$ cat src/design/psch_pkg.sv
// Shared types and codes for the preemptive priority scheduler.
// No dependencies; imported by every module of the block.
package psch_pkg;

   localparam int TIME_W = 16;
   localparam int PRIO_W = 8;
   localparam int SLOT_W = 4;
   localparam int DEF_ENTRIES = 16;
   localparam logic [TIME_W-1:0] TIME_MAX = '1;

   typedef enum logic {
      CMD_LOAD = 1'b0,
      CMD_TICK = 1'b1
   } cmd_type;

   typedef enum logic {
      CSR_WINDOW_BEST  = 1'b0,
      CSR_WINDOW_WORST = 1'b1
   } csr_index_type;

   typedef struct packed {
      logic              cmd;
      logic [SLOT_W-1:0] slot;
      logic [TIME_W-1:0] arrival;
      logic [TIME_W-1:0] burst;
      logic [PRIO_W-1:0] prio;
   } req_type;

   typedef struct packed {
      logic              ran_valid;
      logic [SLOT_W-1:0] ran_slot;
      logic              finished;
      logic [TIME_W-1:0] finish_time;
      logic [TIME_W-1:0] turnaround;
      logic [TIME_W-1:0] waiting;
      logic              all_done;
   } rsp_type;

   typedef struct packed {
      logic [TIME_W-1:0] arrival;
      logic [TIME_W-1:0] burst;
      logic [PRIO_W-1:0] prio;
   } entry_type;

   typedef struct packed {
      logic clear;
      logic sample;
      logic elig;
   } pick_ctl_type;

   typedef struct packed {
      logic              found;
      logic [TIME_W-1:0] arrival;
      logic [TIME_W-1:0] burst;
      logic [TIME_W-1:0] remaining;
   } pick_type;

endpackage

$ cat src/design/psch_mem.sv
// Entry table and remaining-work store, one write and one registered read port.
// Depends on psch_pkg.
module psch_mem #(
   parameter int ENTRIES = psch_pkg::DEF_ENTRIES
) (
   input  logic                                 clock,
   input  logic                                 we_entry,
   input  logic                                 we_rem,
   input  logic [$clog2(ENTRIES)-1:0]           waddr,
   input  psch_pkg::entry_type                  wentry,
   input  logic [psch_pkg::TIME_W-1:0]          wrem,
   input  logic [$clog2(ENTRIES)-1:0]           raddr,
   output psch_pkg::entry_type                  rentry,
   output logic [psch_pkg::TIME_W-1:0]          rrem
);
   import psch_pkg::*;

   entry_type         entry_mem [ENTRIES];
   logic [TIME_W-1:0] rem_mem   [ENTRIES];

   always_ff @(posedge clock) begin
      if (we_entry) begin
         entry_mem[waddr] <= wentry;
      end
      if (we_rem) begin
         rem_mem[waddr] <= wrem;
      end
      rentry <= entry_mem[raddr];
      rrem   <= rem_mem[raddr];
   end

endmodule

$ cat src/design/psch_pick.sv
// Shared compare unit: tests one scanned entry per cycle and keeps the best one.
// Depends on psch_pkg.
module psch_pick #(
   parameter int ENTRIES = psch_pkg::DEF_ENTRIES
) (
   input  logic                           clock,
   input  logic                           reset,
   input  psch_pkg::pick_ctl_type         ctl,
   input  logic [$clog2(ENTRIES)-1:0]     rd_idx,
   input  psch_pkg::entry_type            rd_entry,
   input  logic [psch_pkg::TIME_W-1:0]    rd_rem,
   input  logic [psch_pkg::TIME_W-1:0]    now_time,
   input  logic [psch_pkg::PRIO_W-1:0]    window_best,
   input  logic [psch_pkg::PRIO_W-1:0]    window_worst,
   output psch_pkg::pick_type             pick,
   output logic [$clog2(ENTRIES)-1:0]     pick_idx
);
   import psch_pkg::*;

   localparam int IDX_W = $clog2(ENTRIES);

   logic              found_ff,  found_in;
   logic [PRIO_W-1:0] prio_ff,   prio_in;
   logic [IDX_W-1:0]  idx_ff,    idx_in;
   logic [TIME_W-1:0] arr_ff,    arr_in;
   logic [TIME_W-1:0] bur_ff,    bur_in;
   logic [TIME_W-1:0] rem_ff,    rem_in;
   logic              take;

   always_comb begin
      take = ctl.sample && ctl.elig && (rd_entry.arrival <= now_time) &&
             (rd_entry.prio >= window_best) && (rd_entry.prio <= window_worst) &&
             (!found_ff || (rd_entry.prio < prio_ff));
      found_in = found_ff;
      prio_in  = prio_ff;
      idx_in   = idx_ff;
      arr_in   = arr_ff;
      bur_in   = bur_ff;
      rem_in   = rem_ff;
      if (ctl.clear) begin
         found_in = 1'b0;
      end else if (take) begin
         found_in = 1'b1;
         prio_in  = rd_entry.prio;
         idx_in   = rd_idx;
         arr_in   = rd_entry.arrival;
         bur_in   = rd_entry.burst;
         rem_in   = rd_rem;
      end
   end

   always_ff @(posedge clock) begin
      if (reset) begin
         found_ff <= 1'b0;
      end else begin
         found_ff <= found_in;
      end
      prio_ff <= prio_in;
      idx_ff  <= idx_in;
      arr_ff  <= arr_in;
      bur_ff  <= bur_in;
      rem_ff  <= rem_in;
   end

   assign pick.found     = found_ff;
   assign pick.arrival   = arr_ff;
   assign pick.burst     = bur_ff;
   assign pick.remaining = rem_ff;
   assign pick_idx       = idx_ff;

endmodule

$ cat src/design/preemptive_priority_scheduler.sv
// Preemptive priority scheduler top level: sequencer, counters and result register.
// Depends on psch_pkg, psch_mem and psch_pick.
//
// A load request (cmd 0) goes through the load and response states to the rsp_valid
// strobe; a tick request (cmd 1) runs a scan that reads the entry table one slot per
// cycle through a single read port into one shared compare unit, then a drain state,
// and three passes through one shared subtractor. busy stays high from the accepting
// edge until the cycle the result appears; a new request may start in the strobe
// cycle. The result is shown for one cycle only and cannot be stalled. Configuration
// writes are always ready and must only be issued while busy is low.
module preemptive_priority_scheduler #(
   parameter int ENTRIES = psch_pkg::DEF_ENTRIES
) (
   input  logic                          clock,
   input  logic                          reset,
   input  logic                          start,
   output logic                          busy,
   input  psch_pkg::req_type             req_payload,
   output logic                          rsp_valid,
   output psch_pkg::rsp_type             rsp_payload,
   input  logic                          csr_valid,
   output logic                          csr_ready,
   input  logic                          csr_index,
   input  logic [psch_pkg::PRIO_W-1:0]   csr_wdata
);
   import psch_pkg::*;

   localparam int IDX_W = $clog2(ENTRIES);
   localparam int CNT_W = $clog2(ENTRIES + 1);
   localparam logic [IDX_W-1:0] LAST_IDX = IDX_W'(ENTRIES - 1);

   typedef enum logic [7:0] {
      ST_IDLE   = 8'b0000_0001,
      ST_LOAD   = 8'b0000_0010,
      ST_SCAN   = 8'b0000_0100,
      ST_DRAIN  = 8'b0000_1000,
      ST_UPDATE = 8'b0001_0000,
      ST_TAT    = 8'b0010_0000,
      ST_WAIT   = 8'b0100_0000,
      ST_RESP   = 8'b1000_0000
   } state_type;

   state_type         state_ff, state_in;
   req_type           req_ff, req_in;
   logic [IDX_W-1:0]  scan_ff, scan_in;
   logic [IDX_W-1:0]  rd_idx_ff, rd_idx_in;
   logic              rd_vld_ff, rd_vld_in;
   logic [ENTRIES-1:0] loaded_ff, loaded_in;
   logic [ENTRIES-1:0] zero_ff, zero_in;
   logic [CNT_W-1:0]  loaded_cnt_ff, loaded_cnt_in;
   logic [CNT_W-1:0]  done_cnt_ff, done_cnt_in;
   logic [TIME_W-1:0] now_ff, now_in;
   logic [PRIO_W-1:0] win_best_ff, win_best_in;
   logic [PRIO_W-1:0] win_worst_ff, win_worst_in;
   logic              ran_ff, ran_in;
   logic [SLOT_W-1:0] ran_slot_ff, ran_slot_in;
   logic              fin_ff, fin_in;
   logic [TIME_W-1:0] fin_time_ff, fin_time_in;
   logic [TIME_W-1:0] tat_ff, tat_in;
   logic [TIME_W-1:0] wt_ff, wt_in;
   logic              rsp_valid_ff, rsp_valid_in;
   rsp_type           rsp_ff, rsp_in;

   logic              we_entry, we_rem;
   logic [IDX_W-1:0]  waddr;
   entry_type         wentry;
   logic [TIME_W-1:0] wrem;
   entry_type         rd_entry;
   logic [TIME_W-1:0] rd_rem;
   pick_ctl_type      pick_ctl;
   pick_type          pick;
   logic [IDX_W-1:0]  pick_idx;

   logic [TIME_W-1:0] sub_a, sub_b, sub_diff;
   logic              accept;
   logic              slot_ok;
   logic [IDX_W-1:0]  load_idx;

   psch_mem #(.ENTRIES(ENTRIES)) u_mem (
      .clock    (clock),
      .we_entry (we_entry),
      .we_rem   (we_rem),
      .waddr    (waddr),
      .wentry   (wentry),
      .wrem     (wrem),
      .raddr    (scan_ff),
      .rentry   (rd_entry),
      .rrem     (rd_rem)
   );

   psch_pick #(.ENTRIES(ENTRIES)) u_pick (
      .clock        (clock),
      .reset        (reset),
      .ctl          (pick_ctl),
      .rd_idx       (rd_idx_ff),
      .rd_entry     (rd_entry),
      .rd_rem       (rd_rem),
      .now_time     (now_ff),
      .window_best  (win_best_ff),
      .window_worst (win_worst_ff),
      .pick         (pick),
      .pick_idx     (pick_idx)
   );

   assign accept    = start && !busy;
   assign busy      = (state_ff != ST_IDLE);
   assign csr_ready = 1'b1;
   assign slot_ok   = (32'(req_ff.slot) < ENTRIES);
   assign load_idx  = IDX_W'(req_ff.slot);

   assign pick_ctl.clear  = accept;
   assign pick_ctl.sample = rd_vld_ff;
   assign pick_ctl.elig   = loaded_ff[rd_idx_ff] && !zero_ff[rd_idx_ff];

   // shared subtractor, floored at zero
   always_comb begin
      sub_a = pick.remaining;
      sub_b = TIME_W'(1);
      case (state_ff)
         ST_TAT: begin
            sub_a = fin_time_ff;
            sub_b = pick.arrival;
         end
         ST_WAIT: begin
            sub_a = tat_ff;
            sub_b = pick.burst;
         end
         default: begin
            sub_a = pick.remaining;
            sub_b = TIME_W'(1);
         end
      endcase
      sub_diff = (sub_a >= sub_b) ? (sub_a - sub_b) : '0;
   end

   always_comb begin
      state_in      = state_ff;
      req_in        = req_ff;
      scan_in       = scan_ff;
      rd_idx_in     = rd_idx_ff;
      rd_vld_in     = 1'b0;
      loaded_in     = loaded_ff;
      zero_in       = zero_ff;
      loaded_cnt_in = loaded_cnt_ff;
      done_cnt_in   = done_cnt_ff;
      now_in        = now_ff;
      win_best_in   = win_best_ff;
      win_worst_in  = win_worst_ff;
      ran_in        = ran_ff;
      ran_slot_in   = ran_slot_ff;
      fin_in        = fin_ff;
      fin_time_in   = fin_time_ff;
      tat_in        = tat_ff;
      wt_in         = wt_ff;
      rsp_valid_in  = 1'b0;
      rsp_in        = rsp_ff;
      we_entry      = 1'b0;
      we_rem        = 1'b0;
      waddr         = load_idx;
      wentry        = '{arrival: req_ff.arrival, burst: req_ff.burst, prio: req_ff.prio};
      wrem          = req_ff.burst;

      if (csr_valid && csr_ready) begin
         case (csr_index)
            CSR_WINDOW_BEST:  win_best_in  = csr_wdata;
            CSR_WINDOW_WORST: win_worst_in = csr_wdata;
            default:          win_best_in  = win_best_ff;
         endcase
      end

      case (state_ff)
         ST_IDLE: begin
            if (start) begin
               req_in  = req_payload;
               scan_in = '0;
               ran_in  = 1'b0;
               fin_in  = 1'b0;
               state_in = (req_payload.cmd == CMD_TICK) ? ST_SCAN : ST_LOAD;
            end
         end
         ST_LOAD: begin
            if (slot_ok) begin
               we_entry = 1'b1;
               we_rem   = 1'b1;
               loaded_in[load_idx] = 1'b1;
               zero_in[load_idx]   = (req_ff.burst == '0);
               if (!loaded_ff[load_idx]) begin
                  loaded_cnt_in = loaded_cnt_ff + CNT_W'(1);
               end
               case ({loaded_ff[load_idx] && zero_ff[load_idx], req_ff.burst == '0})
                  2'b10:   done_cnt_in = done_cnt_ff - CNT_W'(1);
                  2'b01:   done_cnt_in = done_cnt_ff + CNT_W'(1);
                  default: done_cnt_in = done_cnt_ff;
               endcase
            end
            state_in = ST_RESP;
         end
         ST_SCAN: begin
            rd_vld_in = 1'b1;
            rd_idx_in = scan_ff;
            scan_in   = scan_ff + IDX_W'(1);
            if (scan_ff == LAST_IDX) begin
               state_in = ST_DRAIN;
            end
         end
         ST_DRAIN: begin
            state_in = ST_UPDATE;
         end
         ST_UPDATE: begin
            fin_time_in = (now_ff == TIME_MAX) ? TIME_MAX : now_ff + TIME_W'(1);
            if (pick.found) begin
               waddr       = pick_idx;
               wrem        = sub_diff;
               we_rem      = 1'b1;
               ran_in      = 1'b1;
               ran_slot_in = SLOT_W'(pick_idx);
               if (sub_diff == '0) begin
                  fin_in            = 1'b1;
                  zero_in[pick_idx] = 1'b1;
                  done_cnt_in       = done_cnt_ff + CNT_W'(1);
               end
            end
            state_in = ST_TAT;
         end
         ST_TAT: begin
            tat_in   = sub_diff;
            state_in = ST_WAIT;
         end
         ST_WAIT: begin
            wt_in    = sub_diff;
            state_in = ST_RESP;
         end
         ST_RESP: begin
            rsp_valid_in       = 1'b1;
            rsp_in.ran_valid   = ran_ff;
            rsp_in.ran_slot    = ran_ff ? ran_slot_ff : '0;
            rsp_in.finished    = fin_ff;
            rsp_in.finish_time = fin_ff ? fin_time_ff : '0;
            rsp_in.turnaround  = fin_ff ? tat_ff : '0;
            rsp_in.waiting     = fin_ff ? wt_ff : '0;
            rsp_in.all_done    = (done_cnt_ff == loaded_cnt_ff);
            if (req_ff.cmd == CMD_TICK && now_ff != TIME_MAX) begin
               now_in = now_ff + TIME_W'(1);
            end
            state_in = ST_IDLE;
         end
         default: begin
            state_in = ST_IDLE;
         end
      endcase
   end

   always_ff @(posedge clock) begin
      if (reset) begin
         state_ff      <= ST_IDLE;
         rd_vld_ff     <= 1'b0;
         loaded_ff     <= '0;
         zero_ff       <= '0;
         loaded_cnt_ff <= '0;
         done_cnt_ff   <= '0;
         now_ff        <= '0;
         win_best_ff   <= '0;
         win_worst_ff  <= '1;
         ran_ff        <= 1'b0;
         fin_ff        <= 1'b0;
         rsp_valid_ff  <= 1'b0;
      end else begin
         state_ff      <= state_in;
         rd_vld_ff     <= rd_vld_in;
         loaded_ff     <= loaded_in;
         zero_ff       <= zero_in;
         loaded_cnt_ff <= loaded_cnt_in;
         done_cnt_ff   <= done_cnt_in;
         now_ff        <= now_in;
         win_best_ff   <= win_best_in;
         win_worst_ff  <= win_worst_in;
         ran_ff        <= ran_in;
         fin_ff        <= fin_in;
         rsp_valid_ff  <= rsp_valid_in;
      end
      req_ff      <= req_in;
      scan_ff     <= scan_in;
      rd_idx_ff   <= rd_idx_in;
      ran_slot_ff <= ran_slot_in;
      fin_time_ff <= fin_time_in;
      tat_ff      <= tat_in;
      wt_ff       <= wt_in;
      rsp_ff      <= rsp_in;
   end

   assign rsp_valid   = rsp_valid_ff;
   assign rsp_payload = rsp_ff;

`ifndef SYNTH
   a_rsp_single: assert property (@(posedge clock) disable iff (reset)
      rsp_valid |=> !rsp_valid)
      else $error("result strobe held longer than one cycle");

   a_done_le_loaded: assert property (@(posedge clock) disable iff (reset)
      done_cnt_ff <= loaded_cnt_ff)
      else $error("finished count exceeds loaded count");

   a_fin_ran: assert property (@(posedge clock) disable iff (reset)
      rsp_valid && rsp_payload.finished |-> rsp_payload.ran_valid)
      else $error("finished reported without a run");

   a_accept_busy: assert property (@(posedge clock) disable iff (reset)
      start && !busy |=> busy && !rsp_valid)
      else $error("accepted request did not raise busy");
`endif

endmodule

$ cat config.mk
export PLATFORM = sky130hd
export DESIGN_NAME = preemptive_priority_scheduler
export DESIGN_NICKNAME = d
export VERILOG_FILES = /design/src/design/psch_pkg.sv /design/src/design/psch_mem.sv /design/src/design/psch_pick.sv /design/src/design/preemptive_priority_scheduler.sv
export SDC_FILE = /design/constraint.sdc
export NUM_CORES = 1
export LEC_CHECK = 0
export BUFFER_PORTS_ARGS = -buffer_cell sky130_fd_sc_hd__buf_4
export CORE_MARGIN = 2
export CORE_UTILIZATION = 55
export DETAILED_ROUTE_END_ITERATION = 16
export MAX_ROUTING_LAYER = met4
export PLACE_DENSITY = 0.75
export SYNTH_ARGS = -nofsm -noshare
export SYNTH_HDL_FRONTEND = slang
export SYNTH_HIERARCHICAL = 1
export SYNTH_SLANG_ARGS = --single-unit
$ cat constraint.sdc
create_clock -name clock -period 8.5 [get_ports clock]
set_input_delay 1.7 -clock clock [delete_from_list [all_inputs] [get_ports clock]]
set_output_delay 1.7 -clock clock [all_outputs]
set_load 0.02 [all_outputs]
==> flow_summary.toml, run 1 <==
[outcome]
status = "finished, final reports clean"

[detailed_routing]
first_pass_iters = 6
initialDrtViolationCount = 3263
avgRoutedWirePerCell_um = 28.5
via_count = 26900
drc = 0
vias_per_cell = 6.37
ant_nets = 0
wl_mm = 120

[cts]
cts_setup_buffers = 0
cts.clk_slew.worst_paths_ns = 0.07
hold_buffers = 0
clock_sinks = 1259
cts_tree = "yes"
root_buffer = "clkbuf_16"
clock_latency_ns = 0.74
cts_resized = 0
cts_buffers = 118
clk_path_buf_depth = 3
h-tree-depth = 3

[power]
vdd_ir_drop_max_v = 0.000235
pwr_density_cell_nw_per_um2 = 237
totalPowerFinal_mw = 13.3
leakagePower_nw = 18.6

[global_routing]
grt_max_degree = 108
met3_usage_pct = 4.29
antenna_found_initial = 5
track_usage_pct = 26.9
grt.met2_usage_pct = 41.8
top_usage_layer = "met2"
grt_pass1_wl_mm = 178
grt_pass1_vias = 27000
met1_usage_pct = 37.6
grt.overflow.total = 0

[logic_synthesis]
syn_area_per_cell_um2 = 17.8
async_flop_share_pct = 0
synth_seq_area_share_pct = 73.5
synth_top_cell_by_area = "edfxtp_1"
netlist.area_leader.share_pct = 67.7
synth_edf_count = 1116
syn_nets = 2896
syn_inst = 2776
syn-cell-area_um2 = 49500
synth_seq_cells = 1259
synth_warnings = 6
synth-main-ff-cell = "edfxtp_1"
synth.distinct_cells = 80
yosys-top-cells-area = "edfxtp_1 (68%), mux4_2 (11%), dfxtp_1 (5.8%), a22oi_1 (2.2%), ha_1 (1.5%)"

[sta]
fin_crit_ns = 6.08
setup_violations = 0
relSlewSlack_pct = 21.1
max_freq_mhz = 165
slew_viol_final = 0
totalNegativeSetupSlack_ns = 0
tightest_slew_ns = 1.18
finalCritPeriodShare_pct = 71.5
clock_skew_ns = 0.0700
finalHoldViolations = 0
rsz0062_at_grt = "false"

[worst_setup_path]
worst-setup-path-type = "reg -> reg"
worst_ep_arrival_time_ns = 6.65
worst_ep_required_time_ns = 9.07
reg2reg_slack_ns = 2.42
crit_path_start_kind = "register"
end_kind = "register"
crit_fanout = 51

[job]
maxCapViolCount = 0

[hold_path]
hold_class = "reg -> reg"

[floorplan]
die_area_um2 = 92400
die_x_um = 304
num_io_pins = 116
rows = 110
die_h_um = 304
core_region_area_um2 = 89600
initial_core_util_pct = 55.2

[cells_and_area]
fin_nets = 3064
area_growth_pct = 13.1
drive_gt1_share_pct = 22.7
postLayoutCoreUtil_pct = 62.5

[placement]
gp_congestion = 0.883
io_buffers = 114
dp_hpwl_mm = 69.1
[area by class of cell]
cell class	instances	area [um^2]
Fill cell	6034	33600
Sequential cell	1259	36400
Clock inverter	59	778
Multi-Input combinational cell	1309	12300
Clock buffer	166	3310
Timing Repair Buffer	190	1460
Tap cell	1176	1470
Antenna cell	1	2.50
Inverter	66	248
[registers in the layout, indices dropped and copies added, names as in the netlist, 5 cells and up]
name,flops
done_cnt_ff,5
fin_time_ff,16
loaded_cnt_ff,5
loaded_ff,16
now_ff,16
req_ff,41
rsp_payload,55
state_ff,8
tat_ff,16
u_mem/entry_mem,640
u_mem/rem_mem,256
u_mem/rentry,40
u_mem/rrem,16
u_pick/arr_ff,16
u_pick/bur_ff,16
u_pick/prio_ff,8
u_pick/rem_ff,16
win_best_ff,8
win_worst_ff,8
wt_ff,16
zero_ff,16
[cells in the mapped netlist (all sizes together) (17+ instances only)]
cell type	count
o21ai	40
nand2	168
ha	61
xnor2	22
inv	66
dfxtp	143
and3	18
mux4	234
clkbuf	94
buf	48
nor3	21
nand3	30
a21oi	80
nand2b	26
a22oi	143
and2	57
edfxtp	1116
nor2	161
xor2	21
a211oi	17
[critical path, stage by stage, from the launching register on]
cell and delay [ns]:
dfxtp_1 0.34, nor2_1 0.21, nand2_1 0.09, or3_1 0.38
nor3b_2 0.20, buf_4 0.49, nor2_1 0.27, buf_4 0.26
nand2_1 0.09, nand2_1 0.07, ha_1 0.43, a21oi_1 0.20
o21ai_1 0.13, a2111oi_1 0.69, o211ai_2 0.14, xor2_1 0.18
nor4_2 0.42, and3_2 0.53, o21a_1 0.61, a211oi_1 0.16
[logic make-up after synthesis]
kind of cell | count (synthesis) | synth area share (%)
AOI/OAI and AO/OA | 394 | 5.69
xor gates and xnor gates | 43 | 0.761
adders and majority gates | 62 | 1.58
buffers and inverters | 208 | 2.01
DFF | 1259 | 73.5
muxes | 251 | 11.0
other | 1 | 0.00758
and+or+nand+nor | 558 | 5.43
[worst paths after layout]
kind | start | to | cells past startpoint
min reg2reg | u_mem/rrem[7] | u_pick/rem_ff[7] | 0
max reg2reg | state_ff[3] | zero_ff[15] | 19
max | state_ff[3] | zero_ff[15] | 19
min | u_mem/rrem[7] | u_pick/rem_ff[7] | 0
[power breakdown]
group	switching (mW)	total (mW)	internal [mW]
Sequential	0.136	7.01	6.87
Clock	2.30	5.46	3.16
Combinational	0.469	0.784	0.315
Total	2.90	13.3	10.4
[cells in the final DEF, fill, tap and decap left out, drive strengths merged, types with 57 or more instances in the layout]
master and count:
mux4 234, clkbuf 166, a21oi 80, inv 71, ha 61, a22oi 143, edfxtp 1116, nand2 168
nor2 161, and2 57, dfxtp 143, buf 190
[through the flow]
step / setup WS [ns] / cell area [um^2] / hold WS [ns] / instances
3_5_place_dp: 2.43 / 51900 / 0.389 / 4000
5_1_grt: 2.00 / 56000 / 0.386 / 4225
4_1_cts: 2.47 / 56000 / 0.396 / 4225
3_3_place_gp: 2.64 / 51900 / 0.387 / 4000
6_report: 2.42 / 56000 / 0.394 / 4226
2_1_floorplan: 0.863 / 49500 / 0.386 / 2776
[layer usage]
| layer | vias up | part of all wire [%] |
|---|---|---|
| met1 | 13800 | 40 |
| met4 | 0 | 2.5 |
| met3 | 234 | 9.4 |
| met2 | 1564 | 48 |
| li1 | 11400 | - |
| met5 | - | 0 |
Note: power is estimated with default switching activity, not from simulation.
==> run 2: changes to the inputs <==
clock period = 5.87 ns   (was 8.5 ns; I/O delays follow)
==> run 2 against run 1 <==
Effect of this change: clock power up 38%; non-clock buffer count up 7; sequential power up 44%; cell area down 0.16%; hold slack better by 0.0047 ns; cell count up 0.28%; combinational power up 43%; wire length down 1.9%; via count down 0.84%; critical path depth down 1; critical path type unchanged; critical endpoint is now done_cnt_ff[2]; largest power group unchanged.
==> flow_summary.toml, run 2 (same netlist as run 1, synthesis figures left out) <==
[cts]
clock_latency_ns = 0.75
cts_resized = 0
cts_setup_buffers = 0
hold_buffers = 0
h-tree-depth = 3
clock_sinks = 1259
cts_tree = "yes"
cts.clk_slew.worst_paths_ns = 0.06
clk_path_buf_depth = 3
root_buffer = "clkbuf_16"
cts_buffers = 120

[floorplan]
rows = 110
die_area_um2 = 92400
core_region_area_um2 = 89600
num_io_pins = 116
die_h_um = 304
die_x_um = 304
initial_core_util_pct = 55.2

[detailed_routing]
wl_mm = 118
avgRoutedWirePerCell_um = 27.9
via_count = 26700
drc = 0
ant_nets = 0
initialDrtViolationCount = 3176
vias_per_cell = 6.30
first_pass_iters = 6

[sta]
relSlewSlack_pct = 17.6
fin_crit_ns = 5.41
max_freq_mhz = 185
setup_violations = 0
clock_skew_ns = 0.0759
slew_viol_final = 0
totalNegativeSetupSlack_ns = 0
finalCritPeriodShare_pct = 92.1
worst_slack_ns = 0.463
rsz0062_at_grt = "false"
tightest_slew_ns = 1.24
finalHoldViolations = 0

[cells_and_area]
multi_input_area_um2 = 12300
drive_gt1_share_pct = 22.7
ff_latch_area_um2 = 36400
mostFrequentLayoutCells = "edfxtp_1 (1116), mux4_2 (234), buf_4 (192), nand2_1 (168), nor2_1 (144)"
largest_reg_flops = 640
final_common_cell = "edfxtp_1"
top_register = "u_mem/entry_mem"
fill_cells = 6070
stdcell_area_um2 = 55900
area_growth_pct = 12.9
fin_nets = 3073

[worst_setup_path]
endpoint = "done_cnt_ff[2]"
reg2reg_slack_ns = 0.46
end_kind = "register"
crit_fanout = 10
cp_common_cell = "nand2_1"
worst_ep_required_time_ns = 6.45
crit_path_cell_trace = "nor2_1 -> nand2_1 -> or3_1 -> nor3b_2 -> nor2_1 -> buf_4 -> nand2_1 -> nand2_1 -> ha_1 -> a21oi_1 -> o21ai_1 -> or2_2 -> o211ai_1 -> o211ai_1 -> nor4_2 -> a311oi_2 -> a211oi_1 -> mux2_2"
cp_num_cells = 18
worst-setup-path-type = "reg -> reg"
slowest_delay_ns = 0.52
worst_ep_arrival_time_ns = 5.98
critPathLaunch = "state_ff[3]"
regToRegEndpoint = "done_cnt_ff[2]"
critical_path.top_delay_family = "simple AND/OR/NAND/NOR gates"
r2r.worst_path.cells = 18
crit_path_start_kind = "register"
worstReg2RegStart = "state_ff[3]"
slowest_stage = "nor4_2"
cp_num_buf_inv = 1

[power]
vdd_ir_drop_max_v = 0.000280
totalPowerFinal_mw = 18.8
pwr_density_cell_nw_per_um2 = 336
leakagePower_nw = 18.5

[hold_path]
hold_class = "reg -> reg"

[global_routing]
track_usage_pct = 26.6
antenna_found_initial = 7
grt_pass1_vias = 27200
grt_max_degree = 133
grt_pass1_wl_mm = 176
grt.overflow.total = 0

[placement]
io_buffers = 114
gp_congestion = 0.894
preCtsSetupSlack_ns = 0.564
placedInstanceArea_um2 = 52000
dp_hpwl_mm = 72.1

[job]
maxCapViolCount = 0

[outcome]
status = "finished, final reports clean"
## run 2: cell count changes in the layout (fill, tap and decap cells not counted), moves of 2 or more
cell       before  now
diode_2         1    4
clkbuf_1       31   34
clkbuf_16     119  121
o31ai_1         9    7
bufinv_16      14    6
buf_4         187  192
clkinv_2       23   25
buf_12          3    5
clkinv_1        9   15
clkbuf_8       16    9
clkinv_4        1    5
o31ai_2         4    6
## run 2: final cells by class
| cell class | instances | share of cell area [%] |
|---|---|---|
| inverter | 66 | 0.443 |
| clock buffer | 164 | 5.87 |
| sequential | 1259 | 65.1 |
| multi-input combinational | 1309 | 22.1 |
| timing repair buffer | 197 | 2.76 |
| tap | 1176 | 2.63 |
| antenna | 4 | 0.0179 |
| clock inverter | 63 | 1.12 |
## run 2: where the power goes
group / total (mW) / internal [mW] / switching (mW) / leakage, nW
Clock: 7.54 / 4.21 / 3.33 / 1.90
Combinational: 1.12 / 0.453 / 0.663 / 5.33
Sequential: 10.1 / 9.95 / 0.193 / 11.3
Total: 18.8 / 14.6 / 4.18 / 18.5
## run 2: how the worst min path moves through the flow
stage,startpoint,end,slack [ns],depth (start not counted)
after global routing,u_mem/rentry[23],u_pick/bur_ff[15],0.41,0
after global placement,u_mem/rentry[8],u_pick/bur_ff[0],0.39,0
after floorplan,u_mem/rentry[8],u_pick/bur_ff[0],0.39,0
final,u_mem/rentry[19],u_pick/bur_ff[11],0.40,0
after detailed placement,u_mem/rentry[23],u_pick/bur_ff[15],0.39,0
after CTS,u_mem/rentry[23],u_pick/bur_ff[15],0.40,0
## run 2: worst reg2reg max path, cell delays in order (launching register included)
cell	delay, ns
dfxtp_1	0.34
nor2_1	0.18
nand2_1	0.09
or3_1	0.38
nor3b_2	0.31
nor2_1	0.26
buf_4	0.26
nand2_1	0.09
nand2_1	0.06
ha_1	0.42
a21oi_1	0.27
o21ai_1	0.18
or2_2	0.31
o211ai_1	0.37
o211ai_1	0.20
nor4_2	0.52
a311oi_2	0.28
a211oi_1	0.38
mux2_2	0.39
## run 2: routing by layer
| layer | GRT usage (%) | vias to the layer above | wire length (um) |
|---|---|---|---|
| met5 | - | - | 0 |
| met4 | 7.57 | 0 | 2960 |
| met3 | 4.69 | 203 | 10700 |
| li1 | - | 11400 | - |
| met1 | 36.4 | 13700 | 47500 |
| met2 | 41.6 | 1411 | 57000 |
## run 2: per-stage QoR
step	hold WS, ns	util [%]	instances
final	0.399	62.4	4238
after global routing	0.406	62.4	4236
after CTS	0.403	62.4	4234
after detailed placement	0.389	58.0	4007
after global placement	0.389	58.0	4007
after floorplan	0.386	-	2776
